===== src/rtl/hsv2rgb_pkg.sv =====
package hsv2rgb_pkg;

    // Field widths
    localparam int HUE_W          = 15;
    localparam int UNIT_W         = 13;
    localparam int CH_W           = 8;

    // Fixed-point formats
    localparam int HUE_FRAC_BITS  = 6;
    localparam int UNIT_FRAC_BITS = 12;
    localparam int UNIT           = 1 << UNIT_FRAC_BITS;   // 1.0 in Q1.12
    localparam int SECT           = 60 << HUE_FRAC_BITS;   // 60 degrees
    localparam int SECT_W         = 12;                    // holds 0..SECT
    localparam int NUM_SECT       = 6;

    // Scaled products
    localparam int UNIT_SECT      = UNIT * SECT;           // 1.0 * 60 degrees
    localparam int UP_W           = 24;                    // holds 0..UNIT_SECT
    localparam int PROD_X_W       = 36;                    // value * (UNIT_SECT - s*d)
    localparam int PROD_M_W       = 25;                    // value * (1.0 - s)

    // 60-degree sectors: first letter gets chroma, second the secondary part
    typedef enum logic [2:0] {
        SEC_R_G = 3'd0,
        SEC_G_R = 3'd1,
        SEC_G_B = 3'd2,
        SEC_B_G = 3'd3,
        SEC_B_R = 3'd4,
        SEC_R_B = 3'd5
    } t_sector;

    // After sector decode
    typedef struct packed {
        logic                oor;
        t_sector             sector;
        logic [SECT_W-1:0]   rem;
        logic [UNIT_W-1:0]   sat;
        logic [UNIT_W-1:0]   val;
    } t_sect_info;

    // After the multiplier stages
    typedef struct packed {
        logic                oor;
        t_sector             sector;
        logic [PROD_X_W-1:0] vt;
        logic [PROD_M_W-1:0] vum;
        logic [UNIT_W-1:0]   val;
    } t_prod;

endpackage


===== src/rtl/hsv2rgb_sector.sv =====
module hsv2rgb_sector (
    input  logic                             i_clk,
    input  logic                             i_rst_n,
    input  logic                             i_take,
    input  logic [hsv2rgb_pkg::HUE_W-1:0]    i_hue,
    input  logic [hsv2rgb_pkg::UNIT_W-1:0]   i_saturation,
    input  logic [hsv2rgb_pkg::UNIT_W-1:0]   i_brightness,
    output logic                             o_valid,
    output hsv2rgb_pkg::t_sect_info          o_info
);

    logic                              r_valid;
    hsv2rgb_pkg::t_sect_info           r_info;
    hsv2rgb_pkg::t_sect_info           n_info;
    logic [2:0]                        cnt;
    logic [hsv2rgb_pkg::HUE_W-1:0]     diff;

    // Sector index from parallel compares against the sector boundaries
    always_comb begin
        cnt = 3'd0;
        for (int k = 1; k < hsv2rgb_pkg::NUM_SECT; k++) begin
            if (i_hue >= hsv2rgb_pkg::HUE_W'(k * hsv2rgb_pkg::SECT)) begin
                cnt = cnt + 3'd1;
            end
        end
        diff = i_hue - hsv2rgb_pkg::HUE_W'(cnt) * hsv2rgb_pkg::HUE_W'(hsv2rgb_pkg::SECT);

        n_info.oor    = i_hue >= hsv2rgb_pkg::HUE_W'(hsv2rgb_pkg::NUM_SECT * hsv2rgb_pkg::SECT);
        n_info.sector = hsv2rgb_pkg::t_sector'(cnt);
        n_info.rem    = diff[hsv2rgb_pkg::SECT_W-1:0];
        // Clamp to 1.0
        n_info.sat    = (i_saturation > hsv2rgb_pkg::UNIT_W'(hsv2rgb_pkg::UNIT)) ?
                        hsv2rgb_pkg::UNIT_W'(hsv2rgb_pkg::UNIT) : i_saturation;
        n_info.val    = (i_brightness > hsv2rgb_pkg::UNIT_W'(hsv2rgb_pkg::UNIT)) ?
                        hsv2rgb_pkg::UNIT_W'(hsv2rgb_pkg::UNIT) : i_brightness;
    end

    always_ff @(posedge i_clk) begin
        if (!i_rst_n) begin
            r_valid <= 1'b0;
        end else begin
            r_valid <= i_take;
        end
    end

    always_ff @(posedge i_clk) begin
        r_info <= n_info;
    end

    assign o_valid = r_valid;
    assign o_info  = r_info;

endmodule


===== src/rtl/hsv2rgb_chroma.sv =====
module hsv2rgb_chroma (
    input  logic                        i_clk,
    input  logic                        i_rst_n,
    input  logic                        i_valid,
    input  hsv2rgb_pkg::t_sect_info     i_info,
    output logic                        o_valid,
    output hsv2rgb_pkg::t_prod          o_prod
);

    // Stage B: distance from the sector peak and saturation * distance
    logic                              r_b_valid;
    logic                              r_b_oor;
    hsv2rgb_pkg::t_sector              r_b_sector;
    logic [hsv2rgb_pkg::UP_W-1:0]      r_sd;
    logic [hsv2rgb_pkg::UNIT_W-1:0]    r_um;
    logic [hsv2rgb_pkg::UNIT_W-1:0]    r_b_val;
    logic                              sec_odd;
    logic [hsv2rgb_pkg::SECT_W-1:0]    peak_dist;
    logic [hsv2rgb_pkg::UP_W-1:0]      n_sd;
    logic [hsv2rgb_pkg::UNIT_W-1:0]    n_um;

    // Stage C: value times the two scaled factors
    logic                              r_c_valid;
    hsv2rgb_pkg::t_prod                r_prod;
    hsv2rgb_pkg::t_prod                n_prod;
    logic [hsv2rgb_pkg::UP_W-1:0]      tfac;

    always_comb begin
        sec_odd   = (i_info.sector == hsv2rgb_pkg::SEC_G_R) ||
                    (i_info.sector == hsv2rgb_pkg::SEC_B_G) ||
                    (i_info.sector == hsv2rgb_pkg::SEC_R_B);
        peak_dist = sec_odd ? i_info.rem :
                    hsv2rgb_pkg::SECT_W'(hsv2rgb_pkg::SECT) - i_info.rem;
        n_sd      = hsv2rgb_pkg::UP_W'(i_info.sat) * hsv2rgb_pkg::UP_W'(peak_dist);
        n_um      = hsv2rgb_pkg::UNIT_W'(hsv2rgb_pkg::UNIT) - i_info.sat;
    end

    always_comb begin
        tfac          = hsv2rgb_pkg::UP_W'(hsv2rgb_pkg::UNIT_SECT) - r_sd;
        n_prod.oor    = r_b_oor;
        n_prod.sector = r_b_sector;
        n_prod.vt     = hsv2rgb_pkg::PROD_X_W'(r_b_val) * hsv2rgb_pkg::PROD_X_W'(tfac);
        n_prod.vum    = hsv2rgb_pkg::PROD_M_W'(r_b_val) * hsv2rgb_pkg::PROD_M_W'(r_um);
        n_prod.val    = r_b_val;
    end

    always_ff @(posedge i_clk) begin
        if (!i_rst_n) begin
            r_b_valid <= 1'b0;
            r_c_valid <= 1'b0;
        end else begin
            r_b_valid <= i_valid;
            r_c_valid <= r_b_valid;
        end
    end

    always_ff @(posedge i_clk) begin
        r_b_oor    <= i_info.oor;
        r_b_sector <= i_info.sector;
        r_sd       <= n_sd;
        r_um       <= n_um;
        r_b_val    <= i_info.val;
        r_prod     <= n_prod;
    end

    assign o_valid = r_c_valid;
    assign o_prod  = r_prod;

endmodule


===== src/rtl/hsv2rgb_place.sv =====
module hsv2rgb_place (
    input  logic                           i_clk,
    input  logic                           i_rst_n,
    input  logic                           i_valid,
    input  hsv2rgb_pkg::t_prod             i_prod,
    output logic                           o_valid,
    output logic [hsv2rgb_pkg::CH_W-1:0]   o_red,
    output logic [hsv2rgb_pkg::CH_W-1:0]   o_green,
    output logic [hsv2rgb_pkg::CH_W-1:0]   o_blue
);

    localparam int XS_W = hsv2rgb_pkg::PROD_X_W + 4;       // times 17
    localparam int MS_W = hsv2rgb_pkg::PROD_M_W + 8;       // times 255
    localparam int CS_W = hsv2rgb_pkg::UNIT_W + 8;         // times 255
    localparam int X_LO = 2 * hsv2rgb_pkg::UNIT_FRAC_BITS + 8;
    localparam int M_LO = 2 * hsv2rgb_pkg::UNIT_FRAC_BITS;
    localparam int C_LO = hsv2rgb_pkg::UNIT_FRAC_BITS;

    logic [XS_W-1:0]                 xs;
    logic [MS_W-1:0]                 ms;
    logic [CS_W-1:0]                 cs;
    logic [hsv2rgb_pkg::CH_W-1:0]    xch;
    logic [hsv2rgb_pkg::CH_W-1:0]    mch;
    logic [hsv2rgb_pkg::CH_W-1:0]    cch;
    logic [hsv2rgb_pkg::CH_W-1:0]    n_red;
    logic [hsv2rgb_pkg::CH_W-1:0]    n_green;
    logic [hsv2rgb_pkg::CH_W-1:0]    n_blue;
    logic                            r_valid;
    logic [hsv2rgb_pkg::CH_W-1:0]    r_red;
    logic [hsv2rgb_pkg::CH_W-1:0]    r_green;
    logic [hsv2rgb_pkg::CH_W-1:0]    r_blue;

    // The 60-degree denominator is 15 * 2^8, and 255 = 15 * 17
    always_comb begin
        xs  = {i_prod.vt, 4'b0000} + XS_W'(i_prod.vt);
        ms  = {i_prod.vum, 8'h00} - MS_W'(i_prod.vum);
        cs  = {i_prod.val, 8'h00} - CS_W'(i_prod.val);
        xch = xs[X_LO +: hsv2rgb_pkg::CH_W];
        mch = ms[M_LO +: hsv2rgb_pkg::CH_W];
        cch = cs[C_LO +: hsv2rgb_pkg::CH_W];
    end

    always_comb begin
        n_red   = mch;
        n_green = mch;
        n_blue  = mch;
        if (!i_prod.oor) begin
            case (i_prod.sector)
                hsv2rgb_pkg::SEC_R_G: begin n_red = cch; n_green = xch; end
                hsv2rgb_pkg::SEC_G_R: begin n_red = xch; n_green = cch; end
                hsv2rgb_pkg::SEC_G_B: begin n_green = cch; n_blue = xch; end
                hsv2rgb_pkg::SEC_B_G: begin n_green = xch; n_blue = cch; end
                hsv2rgb_pkg::SEC_B_R: begin n_red = xch; n_blue = cch; end
                hsv2rgb_pkg::SEC_R_B: begin n_red = cch; n_blue = xch; end
                default: begin n_red = mch; end
            endcase
        end
    end

    always_ff @(posedge i_clk) begin
        if (!i_rst_n) begin
            r_valid <= 1'b0;
        end else begin
            r_valid <= i_valid;
        end
    end

    always_ff @(posedge i_clk) begin
        r_red   <= n_red;
        r_green <= n_green;
        r_blue  <= n_blue;
    end

    assign o_valid = r_valid;
    assign o_red   = r_red;
    assign o_green = r_green;
    assign o_blue  = r_blue;

endmodule


===== src/rtl/hsv_to_rgb_converter_core.sv =====
// HSV to RGB pixel converter, four-stage pipeline.
//
// Input channel: drive i_hue (degrees, 6 fraction bits), i_saturation and
// i_brightness (Q1.12, clamped to 1.0) and raise start for one cycle per
// item. An item is taken at every rising edge with start high and busy low;
// busy is held low, so a new item may enter on every cycle.
// Output channel: o_red, o_green and o_blue hold one result for exactly one
// cycle while o_strobe is high. The receiver cannot stall, so results leave
// in order with no back-pressure and no buffering is needed.
// Pipeline: an accepted item passes the registered stages in order (sector decode,
// saturation multiply, value multiply, channel scale) before its strobe.
// Throughput: one item per cycle; no stage ever stalls.
// Hue of 360 degrees or more sets every channel to the offset value * (1 - s).
// Reset (synchronous, active low) clears the valid bit of every stage, so no
// strobe follows reset until new items arrive; payload registers keep junk.
module hsv_to_rgb_converter_core (
    input  logic                              i_clk,
    input  logic                              i_rst_n,
    input  logic                              start,
    output logic                              busy,
    input  logic [hsv2rgb_pkg::HUE_W-1:0]     i_hue,
    input  logic [hsv2rgb_pkg::UNIT_W-1:0]    i_saturation,
    input  logic [hsv2rgb_pkg::UNIT_W-1:0]    i_brightness,
    output logic                              o_strobe,
    output logic [hsv2rgb_pkg::CH_W-1:0]      o_red,
    output logic [hsv2rgb_pkg::CH_W-1:0]      o_green,
    output logic [hsv2rgb_pkg::CH_W-1:0]      o_blue
);

    logic                        take;
    logic                        sect_valid;
    hsv2rgb_pkg::t_sect_info     sect_info;
    logic                        prod_valid;
    hsv2rgb_pkg::t_prod          prod;

    // Never hold off the source: every stage advances on every cycle
    assign busy = 1'b0;
    assign take = start && !busy;

    // Stage A: clamp, find the sector and the offset within it
    hsv2rgb_sector u_sector (
        .i_clk        (i_clk),
        .i_rst_n      (i_rst_n),
        .i_take       (take),
        .i_hue        (i_hue),
        .i_saturation (i_saturation),
        .i_brightness (i_brightness),
        .o_valid      (sect_valid),
        .o_info       (sect_info)
    );

    // Stages B and C: saturation * distance, then value * both factors
    hsv2rgb_chroma u_chroma (
        .i_clk   (i_clk),
        .i_rst_n (i_rst_n),
        .i_valid (sect_valid),
        .i_info  (sect_info),
        .o_valid (prod_valid),
        .o_prod  (prod)
    );

    // Stage D: scale to 8 bits, place the components, drive the result
    hsv2rgb_place u_place (
        .i_clk   (i_clk),
        .i_rst_n (i_rst_n),
        .i_valid (prod_valid),
        .i_prod  (prod),
        .o_valid (o_strobe),
        .o_red   (o_red),
        .o_green (o_green),
        .o_blue  (o_blue)
    );

endmodule

===== config.mk =====
export PLATFORM = sky130hd
export DESIGN_NAME = hsv_to_rgb_converter_core
export DESIGN_NICKNAME = d
export VERILOG_FILES = /design/src/rtl/hsv2rgb_pkg.sv /design/src/rtl/hsv2rgb_sector.sv /design/src/rtl/hsv2rgb_chroma.sv /design/src/rtl/hsv2rgb_place.sv /design/src/rtl/hsv_to_rgb_converter_core.sv
export SDC_FILE = /design/constraint.sdc
export NUM_CORES = 2
export LEC_CHECK = 0
export BUFFER_PORTS_ARGS = -buffer_cell sky130_fd_sc_hd__buf_2
export CORE_ASPECT_RATIO = 0.6
export CORE_MARGIN = 2
export CORE_UTILIZATION = 49
export DETAILED_ROUTE_END_ITERATION = 10
export PLACE_DENSITY = 0.67
export SKIP_CTS_REPAIR_TIMING = 1
export SYNTH_ARGS = -nofsm -noshare
export SYNTH_HDL_FRONTEND = slang
export SYNTH_SLANG_ARGS = --single-unit

===== constraint.sdc =====
create_clock -name i_clk -period 7.6 [get_ports i_clk]
set_clock_uncertainty 0.15 [all_clocks]
set_input_delay 1.52 -clock i_clk [delete_from_list [all_inputs] [get_ports i_clk]]
set_output_delay 1.52 -clock i_clk [all_outputs]
set_load 0.05 [all_outputs]

-- Word level (Yosys, flattened, before mapping)
Index checks and enable logic that the tools add are counted.
- add/subtract/negate cells: 11
- multiply operators: 4
- magnitude comparators: 8
- eq/ne operators: 8
- muxes and demuxes: 12
- reductions and logical operators: 9
- operator list (kind ; count):
    8-bit one-hot mux with 2 select lines ; 3
    40-bit by 36-bit adder with 40-bit output ; 1
    13-bit by 24-bit multiplier with 36-bit output ; 1
    32-bit by 25-bit subtractor with 32-bit output ; 1
    15-bit by 14-bit greater-or-equal comparator with 1-bit output (second input constant) ; 2
    15-bit greater-or-equal comparator (second input constant) ; 2
    13-bit greater-than comparator (second input constant) ; 2
    13-bit by 13-bit multiplier with 25-bit output ; 1
    13-bit by 12-bit multiplier with 24-bit output ; 1
    8-bit 2-to-1 mux ; 3
    24-bit subtractor (first input constant) ; 1
    20-bit by 13-bit subtractor with 20-bit output ; 1
    15-bit by 12-bit greater-or-equal comparator with 1-bit output (second input constant) ; 1
    15-bit by 13-bit greater-or-equal comparator with 1-bit output (second input constant) ; 1
    13-bit subtractor (first input constant) ; 1
    12-bit 2-to-1 mux ; 1
    3-bit 2-to-1 mux ; 4
    2-bit OR reduction ; 6
    12-bit subtractor ; 1
    12-bit subtractor (first input constant) ; 1
    3-bit by 1-bit adder with 3-bit output (second input constant) ; 3
    3-bit by 2-bit equality test with 1-bit output (second input constant) ; 3
    3-bit equality test (second input constant) ; 3
    3-bit by 1-bit equality test with 1-bit output (second input constant) ; 2
    5 further kinds ; 6
- flip-flop bits (word level): 202
- input bits: 44
- output and inout port bits: 26
- word-level logic and storage cells: 74

-- Longest topological paths before layout
- word-level depth: 12
- depth in mapped cells: 31
- mapped depth without buffers: 27

-- Hierarchy
Synthesis repeated with hierarchy kept, for this count alone.
- cell total of the unflattened synthesis: 3140
- area, all modules: 28060.7 µm²
- by module, submodules not included (module ; instances ; cells an instance ; area each (µm²)):
    hsv2rgb_chroma ; 1 ; 2580 ; 23278.6
    hsv2rgb_place ; 1 ; 428 ; 3244.4
    hsv2rgb_sector ; 1 ; 130 ; 1526.5
    hsv_to_rgb_converter_core ; 1 ; 2 ; 11.3

-- Worst setup path before layout
Ideal clock, no wire load.
- path kind: register to register
- start point: reg u_chroma.r_sd[0] (netlist name)
- end point: reg u_chroma.r_prod, in the netlist u_chroma.o_prod[73]
- library setup time: 0.103 ns
- data arrival time: 6.854 ns
- setup slack: 0.492 ns
- cell stages (with the launch flop): 29
- path buffers: 3
- cell sequence: dfxtp_1 > clkbuf_1 > inv_1 > ha_1 > nand4_1 > or3_1 > clkbuf_1 > nor2_1 > xnor2_1 > clkbuf_1 > nand2_1 > fa_1 > inv_1 > fa_1 > fa_1 > fa_1 > inv_1 > fa_1 > inv_1 > ha_1 > and4_4 > and3_4 > a221oi_2 > a211oi_1 > o21ai_1 > o21ai_1 > o31a_1 > and4_2 > a2111oi_2
- RTL lines (item ; RTL line ; RTL):
    start, declared ; hsv2rgb_chroma.sv:14 ; logic [hsv2rgb_pkg::UP_W-1:0] r_sd;
    start signal, assigned ; hsv2rgb_chroma.sv:60 ; r_sd <= n_sd;
    end signal, assigned ; hsv2rgb_chroma.sv:63 ; r_prod <= n_prod;
    end, declared ; hsv2rgb_chroma.sv:24 ; hsv2rgb_pkg::t_prod r_prod;

==> results by group <==
Status
  – Status: completed

Worst setup path
  – CP most frequent cell: fa_1
  – Critical Path Source Type: flip-flop
  – CP Data Required Time: 7.92 ns
  – Peak fanout along the critical path: 5
  – Crit path largest cell delay: 0.59 ns
  – Data arrival, critical path: 7.66 ns
  – Top delay family on crit path: adder cells
  – CP Buf/Inv Count: 5
  – Setup Crit Path Kind: flip-flop to flip-flop
  – CP endpoint kind: flip-flop
  – Slowest CP cell: fa_1

Layout
  – Layout net count: 3928
  – Most frequent cells in the layout: inv_1, fa_1, nand2_1, ha_1, and2_1
  – Area Overhead vs Synth: 9.11%
  – Fill count: 5119
  – Diodes inserted: 0
  – Fraction of layout cells with a size suffix above 1: 7.79%
  – Reg area: about 4000 sq um
  – Multi-input logic area: between 20000 and 25000 sq um
  – Most common cell after layout, fill and taps aside: inv_1

Place
  – Post-DP HPWL: 55900 microns
  – Port Buf Inserts: 68
  – Final Wtd Congestion: 0.945

STA
  – Fmax: 136 MHz
  – Final hold violations: 0
  – Setup violators final: 0
  – Fin crit period: 7.34 ns
  – Slew Viols, Final: 0
  – Setup TNS: 0 ns
  – Worst slew pin tran: around 1.3 ns
  – Slew margin rel.: 15.5%
  – Final Cycle Share: between 90 and 100%

Yosys
  – Syn Inst Count: 3095
  – Ys Warns: 0
  – Register area share after synthesis: approximately 15%
  – Mean Syn Cell Area: around 9.0 sq um
  – Asr flop ratio synth: 0%
  – Synthesized area: 27700 sq um
  – Dominant cells by area after synthesis: fa_1, dfxtp_1, ha_1
  – Syn Nets: between 3000 and 4000
  – Post-synth top area share: roughly 34%
  – Netlist cell types: between 70 and 80
  – Register bit count reported by yosys: 202
  – Synth Flop Type: dfxtp_1
  – Post-synth EDFFs: 0
  – Biggest area consumer among synthesized cells: fa_1

Global route
  – GR Util All Layers: roughly a quarter
  – GR peak layer: met2
  – Initial antenna violation count: 0
  – Largest net degree at the start of global routing: 29
  – M1 GR Usage: between 30 and 40%
  – M2 GR Usage: 36.8%
  – First-pass GRT wire length: 115000 microns
  – Vias in the first global route: 22400
  – Met3 Resource Use GR: 5.29%
  – GR Overflow Total: 0

CTS
  – CTS tree: yes
  – Root Buffer: clkbuf_16
  – Skew-Pair Late Insertion Delay: about 0.57 ns
  – Clk slew on worst S/H paths: roughly 0.060 ns
  – Num Clock Sinks: 202
  – Max Root-Sink Buffers: 3
  – H-tree depth: 1
  – CTS Buf Count: 24

Floorplan
  – # IOs: 70
  – Height of the die: ~190 microns
  – Die area: between 50000 and 60000 sq um
  – Die width: slightly above 300 microns
  – Starting Density: 49.6%
  – Cell Rows: 67
  – Core ar.: 55800 sq um

Detailed routing
  – Drt total wl: 67500 microns
  – Via density: 5.29
  – DR iter-0 viols: around 1300
  – Post-DR wirelength/cell: 17.2 microns
  – Vias: 20700
  – Post-route DRC: 0
  – DRT antenna net count: 0
  – Drt pass-1 iters: 5

Flow run
  – Maxcap violations: 0

Worst hold path
  – HP Class: flip-flop to flip-flop
routing by layer:
metal  part of all wire [%]  routed length [microns]  vias to the layer above
met5                      0                        0                        -
met4                    1.9                     1280                        0
met3                    8.8                     5970                       86
met2                     42                    28400                      745
met1                     47                    31900                    10300
li1                       -                        -                     9543
logic make-up after synthesis:
group / count (synthesis) / share of synthesized area (%)
other cells: 1 / 0.0135
simple gates: 951 / 16.7
compound gates: 315 / 7.35
xor+xnor: 150 / 4.77
buf+inv: 723 / 9.84
mux: 9 / 0.343
fa+ha+maj: 744 / 46.4
flops: 202 / 14.6
flip-flops by register name, indices dropped and copies added, names as in the netlist:
signal / count
u_chroma.o_valid: 1
u_chroma.r_sd: 24
u_place.o_valid: 1
u_chroma.o_prod: 78
u_place.o_blue: 8
u_chroma.r_um: 13
u_place.o_green: 8
u_chroma.r_b_valid: 1
u_chroma.r_b_oor: 1
u_chroma.r_b_sector: 3
u_sector.o_valid: 1
u_sector.o_info: 42
u_chroma.r_b_val: 13
u_place.o_red: 8
cell usage after synthesis, drive strengths merged (5+ instances only):
library cell,instances
inv,592
fa,472
nand2,452
ha,272
and2,244
dfxtp,202
clkbuf,124
xnor2,97
nor2,91
a21oi,89
o21ai,66
xor2,53
a21o,42
nor2b,38
nor3,24
nand3,23
o21a,17
a211oi,16
and3,16
nand2b,16
o21bai,13
nand4,11
or3,9
a31oi,8
nor4,8
o22ai,8
buf,7
a211o,6
a21boi,6
a22oi,5
mux2i,5
o211ai,5
layout make-up:
class                   count  share of cell area [%]
inverters                 592                    7.35
well taps                 759                    3.14
repair buffers            150                    3.19
multi-input cells        2170                    70.0
flip-flops and latches    202                    13.4
clock buffers              28                    2.14
clock inverters            16                   0.774
path summary, 6_finish.rpt:
path              slack, ns               start  depth (start not counted)                   to
setup / recovery       0.26    u_chroma.r_sd[2]                         26  u_chroma.o_prod[73]
setup reg to reg       0.26    u_chroma.r_sd[2]                         26  u_chroma.o_prod[73]
hold / removal         0.18  u_sector.o_info[0]                          0  u_chroma.r_b_val[0]
hold reg to reg        0.18  u_sector.o_info[0]                          0  u_chroma.r_b_val[0]
stage by stage:
step,instances,hold WS [ns],util [%],area (sq um),setup slack [ns]
6_report,3917,0.178,54.1,30200,0.262
5_1_grt,3917,0.180,54.1,30200,-0.00234
4_1_cts,3912,0.177,53.6,29900,-0.143
3_5_place_dp,3868,0.163,52.1,29100,-0.0977
3_3_place_gp,3868,0.161,52.1,29100,0.0744
2_1_floorplan,3095,0.160,-,27700,0.492
worst reg2reg max path: cells and delay by family, from the launching register on:
| family | cells | cell delay, ns |
|---|---|---|
| buffers and inverters | 5 | 0.52 |
| and+or+nand+nor | 8 | 1.94 |
| xor gates and xnor gates | 1 | 0.16 |
| DFF | 1 | 0.35 |
| AOI/OAI and AO/OA | 6 | 1.23 |
| adders and majority gates | 6 | 2.91 |
Power is left out: the tool's default activity adds up to more than one toggle a clock period on the data nets, which glitch-free logic cannot reach.
